--- src/sv/aging_priority_queue_assert.svh ---
// ----------------------------------------------------------------------------
// aging_priority_queue assertion macros
// Shorthand for the concurrent checks on the queue, clocked on clk and
// disabled during reset.
// ----------------------------------------------------------------------------
`ifndef AGING_PRIORITY_QUEUE_ASSERT_SVH
`define AGING_PRIORITY_QUEUE_ASSERT_SVH

// same-cycle implication
`define APQ_ASSERT_SAME(lbl, ante, cons, msg) \
    lbl: assert property (@(posedge clk) disable iff (!rst_n) (ante) |-> (cons)) \
        else $error(msg);

// next-cycle implication
`define APQ_ASSERT_NEXT(lbl, ante, cons, msg) \
    lbl: assert property (@(posedge clk) disable iff (!rst_n) (ante) |=> (cons)) \
        else $error(msg);

`endif

--- src/sv/apq_pkg.sv ---
// ----------------------------------------------------------------------------
// apq_pkg
// Command, status and cell control types for the aging priority queue.
// ----------------------------------------------------------------------------
package apq_pkg;

    typedef enum logic [1:0] {
        CMD_PUSH = 2'd0,
        CMD_POP  = 2'd1,
        CMD_TICK = 2'd2
    } cmd_t;

    typedef enum logic [1:0] {
        ST_OK    = 2'd0,
        ST_EMPTY = 2'd1,
        ST_FULL  = 2'd2
    } status_t;

    typedef enum logic [1:0] {
        OP_HOLD,
        OP_PUSH,
        OP_POP,
        OP_TICK
    } cell_op_t;

    typedef struct packed {
        cell_op_t op;
    } cell_ctrl_t;

endpackage

--- src/sv/apq_cell.sv ---
// ----------------------------------------------------------------------------
// apq_cell
// One slot of the sorted shift-register queue. Keeps, takes the new word,
// or takes a neighbour's entry depending on the broadcast operation.
// ----------------------------------------------------------------------------
module apq_cell
    import apq_pkg::*;
#(
    parameter int PRIORITY_WIDTH = 16,
    parameter int PAYLOAD_WIDTH  = 32
) (
    input  logic                             clk,
    input  logic                             rst_n,
    input  cell_ctrl_t                       ctrl,
    input  logic signed [PRIORITY_WIDTH-1:0] new_prio,
    input  logic        [PAYLOAD_WIDTH-1:0]  new_payload,
    input  logic                             left_valid,
    input  logic signed [PRIORITY_WIDTH-1:0] left_prio,
    input  logic        [PAYLOAD_WIDTH-1:0]  left_payload,
    input  logic                             left_gt,
    input  logic                             right_valid,
    input  logic signed [PRIORITY_WIDTH-1:0] right_prio,
    input  logic        [PAYLOAD_WIDTH-1:0]  right_payload,
    output logic                             valid,
    output logic signed [PRIORITY_WIDTH-1:0] prio,
    output logic        [PAYLOAD_WIDTH-1:0]  payload,
    output logic                             gt
);

    localparam logic signed [PRIORITY_WIDTH-1:0] PRIO_MIN =
        {1'b1, {(PRIORITY_WIDTH-1){1'b0}}};

    logic                             valid_reg, valid_next;
    logic signed [PRIORITY_WIDTH-1:0] prio_reg, prio_next;
    logic        [PAYLOAD_WIDTH-1:0]  payload_reg, payload_next;

    // new word goes behind every entry of equal or lower priority
    assign gt = !valid_reg || (prio_reg > new_prio);

    always_comb
    begin
        valid_next   = valid_reg;
        prio_next    = prio_reg;
        payload_next = payload_reg;
        unique case (ctrl.op)
            OP_PUSH:
            begin
                if (gt)
                begin
                    if (!left_gt)
                    begin
                        valid_next   = 1'b1;
                        prio_next    = new_prio;
                        payload_next = new_payload;
                    end
                    else
                    begin
                        valid_next   = left_valid;
                        prio_next    = left_prio;
                        payload_next = left_payload;
                    end
                end
            end
            OP_POP:
            begin
                valid_next   = right_valid;
                prio_next    = right_prio;
                payload_next = right_payload;
            end
            OP_TICK:
            begin
                if (valid_reg && (prio_reg != PRIO_MIN))
                    prio_next = prio_reg - PRIORITY_WIDTH'(1);
            end
            OP_HOLD:
            begin
            end
        endcase
    end

    always_ff @(posedge clk or negedge rst_n)
    begin
        if (!rst_n)
            valid_reg <= 1'b0;
        else
            valid_reg <= valid_next;
    end

    always_ff @(posedge clk)
    begin
        prio_reg    <= prio_next;
        payload_reg <= payload_next;
    end

    assign valid   = valid_reg;
    assign prio    = prio_reg;
    assign payload = payload_reg;

endmodule

--- src/sv/aging_priority_queue.sv ---
// ----------------------------------------------------------------------------
// aging_priority_queue
// Sorted priority queue with aging, built as a chain of slot cells.
// Result strobed on done in the cycle after start is taken.
// Throughput: one command per cycle; every cell compares and shifts at once.
// busy is held low; the receiver cannot stall and needs none.
// Reset clears all valid bits and the entry count; slot data is not reset.
// ----------------------------------------------------------------------------
`include "aging_priority_queue_assert.svh"

module aging_priority_queue
    import apq_pkg::*;
#(
    parameter int QUEUE_DEPTH    = 16,
    parameter int PAYLOAD_WIDTH  = 32,
    parameter int PRIORITY_WIDTH = 16
) (
    input  logic                                  clk,
    input  logic                                  rst_n,
    input  logic                                  start,
    output logic                                  busy,
    input  logic [1:0]                            command,
    input  logic signed [PRIORITY_WIDTH-1:0]      new_priority,
    input  logic        [PAYLOAD_WIDTH-1:0]       new_payload,
    output logic                                  done,
    output logic [1:0]                            status,
    output logic signed [PRIORITY_WIDTH-1:0]      out_priority,
    output logic        [PAYLOAD_WIDTH-1:0]       out_payload,
    output logic                                  is_empty,
    output logic [$clog2(QUEUE_DEPTH+1)-1:0]      entry_count
);

    localparam int CNT_W = $clog2(QUEUE_DEPTH + 1);

    logic [QUEUE_DEPTH-1:0]           cell_valid;
    logic [QUEUE_DEPTH-1:0]           cell_gt;
    logic signed [PRIORITY_WIDTH-1:0] cell_prio    [QUEUE_DEPTH];
    logic        [PAYLOAD_WIDTH-1:0]  cell_payload [QUEUE_DEPTH];

    cell_ctrl_t ctrl;
    logic       accept;
    logic       full;
    logic       empty;

    logic                             done_reg, done_next;
    status_t                          status_reg, status_next;
    logic signed [PRIORITY_WIDTH-1:0] oprio_reg, oprio_next;
    logic        [PAYLOAD_WIDTH-1:0]  opay_reg, opay_next;
    logic        [CNT_W-1:0]          count_reg, count_next;

    assign busy   = 1'b0;
    assign accept = start && !busy;
    assign full   = cell_valid[QUEUE_DEPTH-1];
    assign empty  = !cell_valid[0];

    always_comb
    begin
        ctrl.op     = OP_HOLD;
        done_next   = accept;
        status_next = ST_OK;
        oprio_next  = '0;
        opay_next   = '0;
        count_next  = count_reg;
        if (accept)
        begin
            unique case (command)
                CMD_PUSH:
                begin
                    if (full)
                        status_next = ST_FULL;
                    else
                    begin
                        ctrl.op    = OP_PUSH;
                        count_next = count_reg + CNT_W'(1);
                    end
                end
                CMD_POP:
                begin
                    if (empty)
                        status_next = ST_EMPTY;
                    else
                    begin
                        ctrl.op    = OP_POP;
                        oprio_next = cell_prio[0];
                        opay_next  = cell_payload[0];
                        count_next = count_reg - CNT_W'(1);
                    end
                end
                CMD_TICK:
                    ctrl.op = OP_TICK;
                default:
                begin
                end
            endcase
        end
    end

    for (genvar i = 0; i < QUEUE_DEPTH; i++)
    begin : g_cell
        logic                             l_valid, r_valid, l_gt;
        logic signed [PRIORITY_WIDTH-1:0] l_prio, r_prio;
        logic        [PAYLOAD_WIDTH-1:0]  l_payload, r_payload;

        if (i == 0)
        begin : g_head
            assign l_valid   = 1'b0;
            assign l_prio    = '0;
            assign l_payload = '0;
            assign l_gt      = 1'b0;
        end
        else
        begin : g_mid
            assign l_valid   = cell_valid[i-1];
            assign l_prio    = cell_prio[i-1];
            assign l_payload = cell_payload[i-1];
            assign l_gt      = cell_gt[i-1];
        end

        if (i == QUEUE_DEPTH - 1)
        begin : g_tail
            assign r_valid   = 1'b0;
            assign r_prio    = '0;
            assign r_payload = '0;
        end
        else
        begin : g_body
            assign r_valid   = cell_valid[i+1];
            assign r_prio    = cell_prio[i+1];
            assign r_payload = cell_payload[i+1];
        end

        apq_cell #(
            .PRIORITY_WIDTH (PRIORITY_WIDTH),
            .PAYLOAD_WIDTH  (PAYLOAD_WIDTH)
        ) u_cell (
            .clk           (clk),
            .rst_n         (rst_n),
            .ctrl          (ctrl),
            .new_prio      (new_priority),
            .new_payload   (new_payload),
            .left_valid    (l_valid),
            .left_prio     (l_prio),
            .left_payload  (l_payload),
            .left_gt       (l_gt),
            .right_valid   (r_valid),
            .right_prio    (r_prio),
            .right_payload (r_payload),
            .valid         (cell_valid[i]),
            .prio          (cell_prio[i]),
            .payload       (cell_payload[i]),
            .gt            (cell_gt[i])
        );
    end

    always_ff @(posedge clk or negedge rst_n)
    begin
        if (!rst_n)
        begin
            done_reg   <= 1'b0;
            status_reg <= ST_OK;
            oprio_reg  <= '0;
            opay_reg   <= '0;
            count_reg  <= '0;
        end
        else
        begin
            done_reg   <= done_next;
            status_reg <= status_next;
            oprio_reg  <= oprio_next;
            opay_reg   <= opay_next;
            count_reg  <= count_next;
        end
    end

    assign done         = done_reg;
    assign status       = status_reg;
    assign out_priority = oprio_reg;
    assign out_payload  = opay_reg;
    assign entry_count  = count_reg;
    assign is_empty     = (count_reg == '0);

    // occupied slots form an unbroken run from the head
    `APQ_ASSERT_SAME(a_valid_prefix, 1'b1,
        (cell_valid & (cell_valid + QUEUE_DEPTH'(1))) == '0, "valid bits not a prefix")
    `APQ_ASSERT_SAME(a_count_match, 1'b1,
        $countones(cell_valid) == int'(count_reg), "entry count off the valid bits")
    `APQ_ASSERT_NEXT(a_done_follows, accept, done, "no word strobed after start")
    `APQ_ASSERT_NEXT(a_no_spurious, !accept, !done, "word strobed without start")
    `APQ_ASSERT_SAME(a_empty_status, done && (status_reg == ST_EMPTY),
        (count_reg == '0) && (oprio_reg == '0) && (opay_reg == '0), "empty pop with data")

endmodule
--- config.mk ---
export PLATFORM = sky130hd
export DESIGN_NAME = aging_priority_queue
export DESIGN_NICKNAME = d
export VERILOG_FILES = /design/src/sv/apq_pkg.sv /design/src/sv/apq_cell.sv /design/src/sv/aging_priority_queue.sv
export VERILOG_INCLUDE_DIRS = /design/src /design/src/sv
export SDC_FILE = /design/constraint.sdc
export NUM_CORES = 2
export LEC_CHECK = 0
export ABC_AREA = 1
export BUFFER_PORTS_ARGS = -buffer_cell sky130_fd_sc_hd__buf_2
export CORE_AREA = 2 2 487 489
export CTS_CLUSTER_DIAMETER = 80
export CTS_CLUSTER_SIZE = 40
export DETAILED_ROUTE_END_ITERATION = 7
export DIE_AREA = 0 0 489 491
export MAX_ROUTING_LAYER = met4
export PLACE_DENSITY_LB_ADDON = 0.15
export SETUP_SLACK_MARGIN = 0.5
export SLEW_MARGIN = 5
export SYNTH_ARGS = -nofsm -noshare
export SYNTH_HDL_FRONTEND = slang
export SYNTH_SLANG_ARGS = --single-unit
--- constraint.sdc ---
create_clock -name clk -period 3.25 [get_ports clk]
set_input_delay 0.4875 -clock clk [delete_from_list [all_inputs] [get_ports clk]]
set_output_delay 0.4875 -clock clk [all_outputs]
set_load 0.01 [all_outputs]
==> flow_metrics.tcl <==
set metrics [dict create \
    grt_overflow_total 0 \
    core_um2 235000 \
    cap_violations 0 \
    yosysMostFrequentCell "nand2_1" \
    fin_skew_ns 0.0512 \
    setup_viol_count_final 0 \
    wl_met3_mm 10.5 \
    hold_start "new_payload[11]" \
    postPlaceCellArea_um2 65100 \
    dr_wl_met2_mm 111 \
    clockBufferDepth 3 \
    drtIter0Drc 4551 \
    routedWlPerCell_um 20.5 \
    fin_crit_ns 2.66 \
    tightest_slew_ns 0.934 \
    critPathLaunchType "register" \
    gp_congestion 0.846 \
    ir_worst_vdd_v 0.000426 \
    cp-startpoint "g_cell[14].u_cell.prio[13]$_DFFE_PP_" \
    whs_ns 0.0984 \
    syn_to_final_growth_pct 19.8 \
    fmax_mhz 376 \
    cp_max_fo 11 \
    grt_pass1_vias 54060 \
    grt_antenna_before_repair 2 \
    rsz0062_at_grt "true" \
    wl_met1_mm 106 \
    grt_usage_pct 19.1 \
    routed_via_density 4.91 \
    finalNetCount 8479 \
    num_io_pins 111 \
    synth_top_area_cell "edfxtp_1" \
    stdcell_area_um2 69900 \
    h-tree-depth 3 \
    grt_max_degree 82 \
    synth_edf_count 768 \
    largest_reg_flops 512 \
    nFillCells 25488 \
    avgSynthCellArea_um2 7.31 \
    cts_tree "yes" \
    clk_latency_ns 0.77 \
    netlist-cell-type-count 44 \
    routed.top_layer "met4" \
    numCtsBuffers 91 \
    syn_inst 7987 \
    status "finished, final reports clean" \
    drc_errors 0 \
    fin_crit_sh_pct 81.9 \
    drt_first_pass_iters 6 \
    slew_headroom_pct 37.7 \
    placed_cells 11118 \
    synth_flop_cell "edfxtp_1" \
    holdCritPathClass "in -> reg" \
    path_clk_slew_ns 0.09 \
    worstPathRequired_ns 3.77 \
    async_reset_ff_share_pct 8.57 \
    p_total_w 0.0540 \
    cellPowerDensity_nw_per_um2 772 \
    die_area_um2 240000 \
    drive_gt1_share_pct 10.9 \
    drv_slew 0 \
    dieHeight_um 491 \
    ant_nets 0 \
    row_count 178 \
    crit_path_end_kind "register" \
    r2r-start "g_cell[14].u_cell.prio[13]$_DFFE_PP_" \
    grt_pass1_wl_mm 345 \
    clock-sinks 840 \
    synth_warnings 0 \
    critPathArrivalTime_ns 3.18 \
    yosysSeqAreaShare_pct 42.6 \
    start_util_pct 24.9 \
    synth.area.top_cells "edfxtp_1 (40%), nand2_1 (16%), nand3_1 (14%)" \
    multiInputGateArea_um2 27800 \
    routed_wl_mm 233 \
    portBuffers 109 \
    cts_root_buf "clkbuf_16" \
    ys_top_cells_by_count "nand2_1 (2,485), nand3_1 (1,576), inv_1 (1,045)" \
    synth_top_area_share_pct 39.5 \
    netlist_area_um2 58300 \
    hold_violations 0 \
    p_leak_nw 32.7 \
    final_core_util_pct 29.8 \
    synth_nets 8320 \
    vias 55846 \
    fin_cells 11376 \
    seq_area_um2 24900 \
    place_hpwl_mm 163 \
    die_x_um 489 \
    ys_ff_latch 840 \
    worstSetupPathType "reg -> reg" \
]
## cell usage in the layout, fill, tap and decap left out, types with 72 or more instances in the layout
cell type	synthesis	routed
nand2_1	2485	2442
nand3_1	1576	1568
inv_1	1045	1017
edfxtp_1	768	768
nor2_1	410	396
buf_4	37	307
ha_1	279	267
a21oi_1	233	227
o21ai_0	227	220
buf_12	0	119
clkbuf_16	0	110
buf_2	76	108
o22ai_1	72	72
## through the flow
step	setup TNS, ns	worst slack [ns]
2_1_floorplan	0	0.293
3_3_place_gp	-73.21	-0.346
3_5_place_dp	-74.61	-0.397
5_1_grt	0	0.434
6_report	0	0.589
4_1_cts	0	0.494
## final timing paths
check | endpoint | slack (ns) | depth (start not counted)
max | g_cell[14].u_cell.payload[20]$_DFFE_PP_ | 0.59 | 13
max in group asynchronous | out_payload[11]$_DFF_PN0_ | 2.14 | 3
min reg2reg | out_payload[16]$_DFF_PN0_ | 0.49 | 2
min | g_cell[15].u_cell.payload[11]$_SDFFCE_PP0P_ | 0.1 | 3
max reg2reg | g_cell[14].u_cell.payload[20]$_DFFE_PP_ | 0.59 | 13
min in group asynchronous | out_priority[11]$_DFF_PN0_ | 0.38 | 2
## logic make-up (layout without fill, tap and decap cells)
group	after synthesis	in the layout	synth area share (%)
adder cells (fa/ha/maj)	280	280	6.02
XOR/XNOR	40	40	0.600
flip-flops	840	840	42.6
AND/OR/NAND/NOR	4569	4569	33.2
AO/OA/AOI/OAI	697	697	6.90
buffers and inverters	1560	1798	10.6
other	1	2	0.00643
## per-layer routing
layer	track usage, %	vias to the layer above
met5	-	-
met4	4.43	0
met3	1.96	258
met2	31.2	1425
met1	25.2	27503
li1	-	26660
## cell type report
type | instances | area share, %
antenna | 1 | 0.00358
clock buffer | 103 | 3.57
clock inverter | 69 | 1.32
inverter | 1061 | 5.82
multi-input combinational | 5587 | 39.8
sequential | 840 | 35.6
tap | 3150 | 5.64
timing repair buffer | 565 | 8.24
## critical path: stages (launching register included)
cell	delay [ns]
edfxtp_1	0.48
ha_4	0.31
nand2_1	0.09
nor4_4	0.33
nand2_2	0.11
nand2_1	0.07
nand2_1	0.08
nand3_4	0.13
buf_12	0.15
nand3_2	0.08
nand2_2	0.14
clkinvlp_4	0.11
buf_12	0.15
clkbuf_16	0.18
## report_power, final
group / internal (W) / leakage (nW) / switching [W]
Combinational: 0.00775 / 22.7 / 0.0149
Sequential: 0.0164 / 8.31 / 0.00278
Clock: 0.00642 / 1.66 / 0.00578
Total: 0.0305 / 32.7 / 0.0235
## repair_timing
action | CTS | global route
pin swaps | 1 | 14
buffers inserted | 7 | 62
hold endpoints to repair | 48 | 0
gates resized for setup | 15 | 98
cloned | 0 | 14
hold buffers | 2 | 0
setup endpoints to repair | 166 | 1056
Power figures use the tool's default switching activity.
